**src/rtl/core/circle_ring_vertices_macros.svh**
```systemverilog
// ---------------------------------------------------------------------------
// circle_ring_vertices_macros.svh
// Assertion macros for the ring vertex generator.
// ---------------------------------------------------------------------------
`ifndef CIRCLE_RING_VERTICES_MACROS_SVH
`define CIRCLE_RING_VERTICES_MACROS_SVH
`ifndef NO_ASSERTIONS
// same-cycle implication, sampled on clk, off during reset
`define CRV_ASSERT_IMP(label, ante, cons) \
  label: assert property (@(posedge clk) disable iff (!rst_n) (ante) |-> (cons)) \
    else $error("crv: same-cycle check failed");
// next-cycle implication, sampled on clk, off during reset
`define CRV_ASSERT_NXT(label, ante, cons) \
  label: assert property (@(posedge clk) disable iff (!rst_n) (ante) |=> (cons)) \
    else $error("crv: next-cycle check failed");
`else
`define CRV_ASSERT_IMP(label, ante, cons)
`define CRV_ASSERT_NXT(label, ante, cons)
`endif
`endif

```
**src/rtl/core/crv_pkg.sv**
```systemverilog
// ---------------------------------------------------------------------------
// crv_pkg
// Types, constants and helper functions of the ring vertex generator.
// ---------------------------------------------------------------------------
`default_nettype none

package crv_pkg;

  localparam logic [6:0] MAX_SEGMENTS = 7'd64;
  localparam logic [6:0] MIN_SEGMENTS = 7'd3;
  localparam logic signed [33:0] CORDIC_GAIN = 34'sd652032875;
  localparam logic [31:0] NINE_TENTHS = 32'd966367642;
  localparam logic signed [31:0] ONE_Q30 = 32'sd1073741824;

  // one ring handed from the setup side to the point side
  typedef struct packed {
    logic [2:0][31:0] ctr;
    logic [30:0]      radius;
    logic [6:0]       segs;
    logic [2:0][31:0] u;
    logic [2:0][31:0] v;
    logic [30:0]      step_q;
    logic [6:0]       step_rem;
  } frame_t;

  typedef enum logic [2:0] {
    F_IDLE, F_SQ, F_SQRT, F_DINIT, F_DIV, F_NEXT, F_CROSS, F_PUSH
  } front_state_t;

  typedef enum logic [1:0] {B_IDLE, B_ROT, B_MAC, B_OUT} back_state_t;

  typedef enum logic [1:0] {PASS_N, PASS_U, PASS_V, PASS_PHASE} pass_t;

  // add half an LSB of Q30 and floor
  function automatic logic signed [37:0] round_q30(input logic signed [67:0] val);
    logic signed [67:0] t;
    t = val + 68'sd536870912;
    return 38'(t >>> 30);
  endfunction

  // arctangent of 2^-k in units of 2^32 per turn
  function automatic logic [31:0] atan_turn(input logic [4:0] k);
    logic [31:0] a;
    case (k)
      5'd0:  a = 32'h20000000;
      5'd1:  a = 32'h12E4051E;
      5'd2:  a = 32'h09FB385B;
      5'd3:  a = 32'h051111D4;
      5'd4:  a = 32'h028B0D43;
      5'd5:  a = 32'h0145D7E1;
      5'd6:  a = 32'h00A2F61E;
      5'd7:  a = 32'h00517C55;
      5'd8:  a = 32'h0028BE53;
      5'd9:  a = 32'h00145F2F;
      5'd10: a = 32'h000A2F98;
      5'd11: a = 32'h000517CC;
      5'd12: a = 32'h00028BE6;
      5'd13: a = 32'h000145F3;
      5'd14: a = 32'h0000A2FA;
      5'd15: a = 32'h0000517D;
      5'd16: a = 32'h000028BE;
      5'd17: a = 32'h0000145F;
      5'd18: a = 32'h00000A30;
      5'd19: a = 32'h00000518;
      5'd20: a = 32'h0000028C;
      5'd21: a = 32'h00000146;
      5'd22: a = 32'h000000A3;
      5'd23: a = 32'h00000051;
      5'd24: a = 32'h00000029;
      5'd25: a = 32'h00000014;
      5'd26: a = 32'h0000000A;
      5'd27: a = 32'h00000005;
      5'd28: a = 32'h00000003;
      5'd29: a = 32'h00000001;
      default: a = 32'h00000000;
    endcase
    return a;
  endfunction

endpackage

`default_nettype wire

```
**src/rtl/core/crv_queue.sv**
```systemverilog
// ---------------------------------------------------------------------------
// crv_queue
// Two-entry frame queue between ring setup and point generation.
// ---------------------------------------------------------------------------
`default_nettype none

module crv_queue (
  input  wire logic            clk,
  input  wire logic            rst_n,
  input  wire crv_pkg::frame_t wr_frm,
  input  wire logic            push,
  output logic                 full,
  output crv_pkg::frame_t      rd_frm,
  output logic                 avail,
  input  wire logic            pop
);

  crv_pkg::frame_t slot_r [2];
  logic            wptr_r, rptr_r;
  logic [1:0]      count_r;

  assign full   = count_r == 2'd2;
  assign avail  = count_r != 2'd0;
  assign rd_frm = slot_r[rptr_r];

  // store a frame on push
  always_ff @(posedge clk) begin
    if (push && !full) slot_r[wptr_r] <= wr_frm;
  end

  // advance pointers and fill count
  always_ff @(posedge clk) begin
    if (!rst_n) begin
      wptr_r  <= 1'b0;
      rptr_r  <= 1'b0;
      count_r <= 2'd0;
    end else begin
      if (push && !full) wptr_r <= ~wptr_r;
      if (pop && avail) rptr_r <= ~rptr_r;
      count_r <= count_r + 2'(push && !full) - 2'(pop && avail);
    end
  end

endmodule

`default_nettype wire

```
**config.mk**
```make
export PLATFORM = sky130hd
export DESIGN_NAME = crv_queue
export DESIGN_NICKNAME = d
export VERILOG_FILES = /design/src/rtl/core/circle_ring_vertices_macros.svh /design/src/rtl/core/crv_pkg.sv /design/src/rtl/core/crv_queue.sv
export SDC_FILE = /design/constraint.sdc
export NUM_CORES = 1
export LEC_CHECK = 0
export ABC_AREA = 1
export BUFFER_PORTS_ARGS = -buffer_cell sky130_fd_sc_hd__buf_4
export CORE_AREA = 2 2 288 290
export DETAILED_ROUTE_END_ITERATION = 8
export DIE_AREA = 0 0 290 292
export GPL_TIMING_DRIVEN = 0
export PLACE_DENSITY = 0.64
export SYNTH_ARGS = -nofsm -noshare
export SYNTH_HDL_FRONTEND = slang
export SYNTH_SLANG_ARGS = --single-unit
```
**constraint.sdc**
```tcl
create_clock -name clk -period 28.9 [get_ports clk]
set_clock_uncertainty 0.15 [all_clocks]
set_input_delay 5.78 -clock clk [delete_from_list [all_inputs] [get_ports clk]]
set_output_delay 5.78 -clock clk [all_outputs]
set_load 0.05 [all_outputs]
```
==> results of run 1 <==
[registers in the layout (all words and copies together) (netlist names), named ones only]
signal	flops
count_r	2
slot_r	728
rptr_r	1
wptr_r	1
[synth_stat cells]
cell type / n
nand3_1: 3
a21oi_1: 2
nand2_1: 9
buf_12: 33
mux2_4: 360
dfxtp_1: 5
buf_6: 8
mux2_2: 4
ha_1: 2
inv_1: 8
edfxtp_1: 728
nor2_1: 8
[metrics by stage]
step	setup WS, ns	hold slack (ns)	instance area, sq um	util [%]
finish	20.92	0.372	38000	46.6
global route	20.80	0.400	38000	46.6
CTS	20.80	0.372	38000	46.6
detailed placement	20.53	0.356	35500	43.6
global placement	-2.18	0.337	35100	43.1
floorplan	6.74	0.317	28300	-
[kinds of logic after synthesis]
kind of cell    Yosys count
mux                     364
fa+ha+maj                 2
buf+inv                  49
flops                   733
simple gates             20
compound gates            2
[cell type report]
class	instances	area share, %
Antenna cell	8	0.0526
Timing Repair Buffer	750	15.5
Clock inverter	38	0.902
Sequential cell	733	57.8
Inverter	8	0.0987
Buffer	41	1.97
Tap cell	1070	3.52
Clock buffer	99	5.56
Multi-Input combinational cell	388	14.7
[tightest hold or removal path: cells and delay by family, from the launching register on]
family           cells  cell delay, ns
and+or+nand+nor      2            0.15
DFF                  1            0.33
[path summary, 6_finish.rpt]
kind | start | to | slack [ns]
setup / recovery | flop | rd_frm[314] | 20.92
hold / removal | rptr_r | flop | 0.37
setup reg to reg | count_r[0] | slot_r[0][149] | 25.85
hold reg to reg | rptr_r | flop | 0.37
[routing by layer]
metal / track usage (%) / vias up
met1: 15.2 / 6928
met2: 27.2 / 539
met5: 0 / -
li1: - / 6349
met3: 7.38 / 126
met4: 6.36 / 6
[power breakdown]
| part | switching [mW] | leakage, nW | internal (mW) | total [mW] |
|---|---|---|---|---|
| Clock | 0.403 | 1.20 | 0.563 | 0.966 |
| Combinational | 0.900 | 6.73 | 0.544 | 1.44 |
| Sequential | 0.0339 | 6.84 | 1.34 | 1.38 |
| Total | 1.34 | 14.8 | 2.45 | 3.79 |
==> results.toml, run 1 <==
[floorplanning]
die_h_microns = 292
die_area_sq_um = 84700
rows = 105
die_w_microns = 290
start_util_pct = 34.7
core_sq_um = 81600
ioPinCount = 734

[pwr]
power_mw = 3.79
peakVddDrop_mv = 0.0572
powerDensity_nw_per_um2 = 99.6
leakage_nw = 14.8

[critical_path]
crit_top_cell = "buf_6"
worst-path-buf-inv = 4
cp_data_required_time_ns = 22.97
critPathMaxFanout = 10
end_kind = "output port"
cpLargestDelayFamily = "buffers and inverters"
crit_cells = 5
arrival_ns = 2.05
startpoint_type = "flop"
reg2reg_depth = 9
slowest_stage = "mux2_4"
slowest_delay_ns = 0.36
path_cells = "buf_6 -> buf_6 -> buf_6 -> mux2_4 -> buf_4"
path_class = "flop to output port"

[drt]
highest_layer = "met5"
routed_wl_microns = 67000
detail_route.wl_per_cell_microns = 21.4
wl_met1_microns = 22700
drc = 0
dr_wl_met2_microns = 35000
via_per_inst = 4.45
drt_iter0_drc = 688
dr.pass1.iters = 6
vias = 13900
dr_wl_met3_microns = 6940
drtAntennaViolNets = 0

[clock_tree]
cts_hold_buf = 0
numCtsBuffers = 80
cts_max_path_buffers = 3
cts_num_sinks = 733
ctsResizeCount = 0
clock_latency_ns = 0.60
clk_pin_slew_ns = 0.06
post-cts-setup-buffers = 0
h-tree-depth = 3
cts_tree = "built"
cts_root_buffer = "clkbuf_16"

[sta]
finalSetupViolCount = 0
final_hold_viol_count = 0
tightest_slew_ns = 0.815
max_slew_margin_pct = 45.7
fmax_mhz = 125
fin_crit_sh_pct = 27.6
tns_ns = 0
rsz0062_at_grt = "false"
fin_crit_ns = 7.98
slew_viol_final = 0

[placed_design]
place.gp.congestion = 0.803
dp.cells = 2990
port_buffers = 733
hpwl_microns = 48700

[final_layout]
multi_input_area_sq_um = 5570
mostFrequentLayoutCell = "buf_4"
drive_above_1_share_pct = 61.4
mostFrequentLayoutCells = "buf_4, edfxtp_1, mux2_4"
seqCellArea_sq_um = 22000
area_delta_synth_final_pct = 34.3
stdcell_count = 3135
nNetsFinal = 2372
fillers = 6882

[synthesis]
synth_top_family_by_area = "multiplexers"
synth_top_area_cell = "edfxtp_1"
synth_xor_area_share_pct = 0
syn_nets = 1540
netlist_area_sq_um = 28300
synthMuxAreaShare_pct = 19.3
synthTopCellsByArea = "edfxtp_1, mux2_4, buf_12"
synth_area_per_cell_sq_um = 24.2
ys_seq_elements = 733
synth-compound-area-share_pct = 0.0354
synth_top_area_share_pct = 77.2
synth_cell_types = 12
synthAdderAreaFrac_pct = 0.0884
yosys.area_share.simple_pct = 0.278
synthCells = 1170
synth-seq-area-share_pct = 77.6
synth_warnings = 0

[global_routing]
grt_pass1_wl_microns = 95800
antenna_found_initial = 12
grt_pass1_vias = 14900
grt_max_degree = 122
grt_usage_pct = 15.3
grt.overflow.total = 0

[run_status]
status = "finished clean"

[flow_run]
maxCapViolCount = 0

[min_path]
hold_path.class = "flop to flop"
whs_path_depth = 2
(Power assumes the default switching activity.)
==> run 2, diff against run 1 <==
--- a/config.mk
+++ b/config.mk
@@ -5,7 +5,7 @@
 export SDC_FILE = /design/constraint.sdc
 export NUM_CORES = 1
 export LEC_CHECK = 0
-export ABC_AREA = 1
+export ABC_AREA = 0
 export BUFFER_PORTS_ARGS = -buffer_cell sky130_fd_sc_hd__buf_4
 export CORE_AREA = 2 2 288 290
 export DETAILED_ROUTE_END_ITERATION = 8
==> constraint.sdc (replaced) <==
create_clock -name clk -period 8.3 [get_ports clk]
set_clock_uncertainty 0.15 [all_clocks]
set_input_delay 1.66 -clock clk [delete_from_list [all_inputs] [get_ports clk]]
set_output_delay 1.66 -clock clk [all_outputs]
set_load 0.05 [all_outputs]
==> results.toml, run 2 <==
[critical_path]
path_class = "flop to output port"
rrSetupSlack_ns = 5.48
slowest_stage = "mux2_4"
rr_endpoint = "slot_r[0][293]"
slowest_delay_ns = 0.37
reg2reg_depth = 7
path_cells = "buf_6 -> buf_12 -> buf_12 -> mux2_4 -> buf_4"
critPathMaxFanout = 10
startpoint_type = "flop"
end_kind = "output port"
crit_top_cell = "buf_12"
cpLargestDelayFamily = "buffers and inverters"
worst-path-buf-inv = 4
r2r_start = "count_r[0]"
arrival_ns = 2.07
cp_data_required_time_ns = 6.49

[clock_tree]
clk_pin_slew_ns = 0.06
cts_root_buffer = "clkbuf_16"
cts_hold_buf = 0
clock_latency_ns = 0.62
cts_max_path_buffers = 3
numCtsBuffers = 82
h-tree-depth = 3
cts_num_sinks = 733
ctsResizeCount = 0
post-cts-setup-buffers = 0
cts_tree = "built"

[pwr]
share_seq_of_total_power_pct = 35.4
p_switching_mw = 4.81
power_frac_comb_pct = 38.7
powerDensity_nw_per_um2 = 352
leakage_nw = 14.8
peakVddDrop_mv = 0.252
clkPwrFrac_pct = 25.9
swShare_pct = 35.8
p_int_mw = 8.63

[final_layout]
largest-register = "slot_r"
drive_above_1_share_pct = 61.9
nNetsFinal = 2365
area_delta_synth_final_pct = 35.1
mostFrequentLayoutCells = "buf_4, edfxtp_1, mux2_4"
reg_top3 = "slot_r x728, count_r x2"
largest_reg_flops = 728
final_cell_area_sq_um = 38200
mostFrequentLayoutCell = "buf_4"

[synthesis]
synth_area_per_cell_sq_um = 24.4
synth-seq-area-share_pct = 77.6
synthCells = 1159
synth_top_area_share_pct = 77.3
synth_top_area_cell = "edfxtp_1"
synthTopCellsByArea = "edfxtp_1, mux2_4, buf_12"
syn_nets = 1529
synthTopCellsByCount = "edfxtp_1, mux2_4, buf_12"
synth_edf_count = 728
ys.flop_type = "edfxtp_1"
synth-async-reset-ratio_pct = 0
ys_seq_elements = 733
synthMostInstantiatedCell = "edfxtp_1"
synth_warnings = 0
netlist_area_sq_um = 28300
synth_cell_types = 18

[sta]
rsz0062_at_grt = "false"
worst_slack_ns = 4.42
finalSetupViolCount = 0
tns_ns = 0
hold_ws_ns = 0.368
max_slew_margin_pct = 38.5
fmax_mhz = 258
fin_crit_sh_pct = 46.7
final_hold_viol_count = 0
tightest_slew_ns = 0.921
fin_crit_ns = 3.88
slew_viol_final = 0

[min_path]
hold_start = "rptr_r"
hold_path.class = "flop to flop"
whs_endpoint = "rptr_r"
whs_path_depth = 2

[drt]
drc = 0
dr.pass1.iters = 4
routed_wl_microns = 68200
drtAntennaViolNets = 0
detail_route.wl_per_cell_microns = 21.8
vias = 14000
via_per_inst = 4.47
drt_iter0_drc = 573

[placed_design]
pre_cts_ws_ns = 4.23
placed_cell_area_sq_um = 35600
port_buffers = 733
hpwl_microns = 50100
place.gp.congestion = 0.769

[floorplanning]
start_util_pct = 34.7
rows = 105
ioPinCount = 734
die_w_microns = 290
die_h_microns = 292
die_area_sq_um = 84700
core_sq_um = 81600

[run_status]
status = "finished clean"

[global_routing]
grt.overflow.total = 0
grt_pass1_vias = 15400
grt_pass1_wl_microns = 98200
grt_max_degree = 66
grt_usage_pct = 15.6
antenna_found_initial = 10

[flow_run]
maxCapViolCount = 0
-- run 2: cell count changes after synthesis, sizes merged, moves of 3 or more --
cell and change:
nor2 -4, nand3 -3, inv -5, nand2 -7
-- run 2: final cells by class --
class,instances,area [sq um]
multi-input combinational,382,5590
antenna,4,10.0
sequential,733,22000
timing repair buffer,752,5960
buffer,41,751
tap,1070,1340
clock inverter,50,473
fill,6860,43400
inverter,3,11.3
clock buffer,101,2140
-- run 2: kinds of logic (layout without fill, tap and decap cells) --
| group | count (synthesis) | count (layout) | share of synthesized area [%] |
|---|---|---|---|
| AND/OR/NAND/NOR | 11 | 11 | 0.190 |
| other | 0 | 4 | 0 |
| adder cells (fa/ha/maj) | 2 | 2 | 0.0884 |
| flip-flops | 733 | 733 | 77.6 |
| XOR/XNOR | 3 | 3 | 0.0929 |
| AO/OA/AOI/OAI | 1 | 1 | 0.0265 |
| buffers and inverters | 44 | 947 | 2.69 |
| multiplexers | 365 | 365 | 19.3 |
-- run 2: power by group through the flow --
| stage | combinational [mW] | clock (mW) | sequential (mW) |
|---|---|---|---|
| after floorplan | 3.73 | 0 | 4.91 |
| after global placement | 5.13 | 0 | 4.99 |
| after detailed placement | 5.26 | 0 | 4.83 |
| after CTS | 5.28 | 3.60 | 4.76 |
| after global routing | 5.40 | 3.74 | 4.79 |
| final | 5.20 | 3.49 | 4.75 |
-- run 2: per-stage QoR --
stage	instances	utilization [%]	power, mW
2_1_floorplan	1159	-	8.64
3_3_place_gp	2962	43.1	10.1
3_5_place_dp	2981	43.6	10.1
4_1_cts	3132	46.9	13.6
5_1_grt	3136	46.9	13.9
6_report	3136	46.9	13.4
-- run 2: worst min-delay path, delay by kind of cell, from the launching register on --
family,cells,cell delay [ns]
flip-flops,1,0.32
XOR/XNOR,1,0.08
AND/OR/NAND/NOR,1,0.08
-- run 2: metal layers --
metal	global-route usage, %	routed length [microns]
met5	0	65
met4	6.54	2370
met3	6.57	6330
met2	28.2	36100
met1	15.7	23400
-- run 2: worst max path at each step --
stage,slack [ns],end,cells after the start
after floorplan,0.52,slot_r[0][0],2
after detailed placement,4.23,slot_r[0][135],7
after CTS,4.32,rd_frm[258],5
after global routing,4.32,rd_frm[203],5
final,4.42,rd_frm[258],5
after global placement,-2.65,slot_r[0][39],3
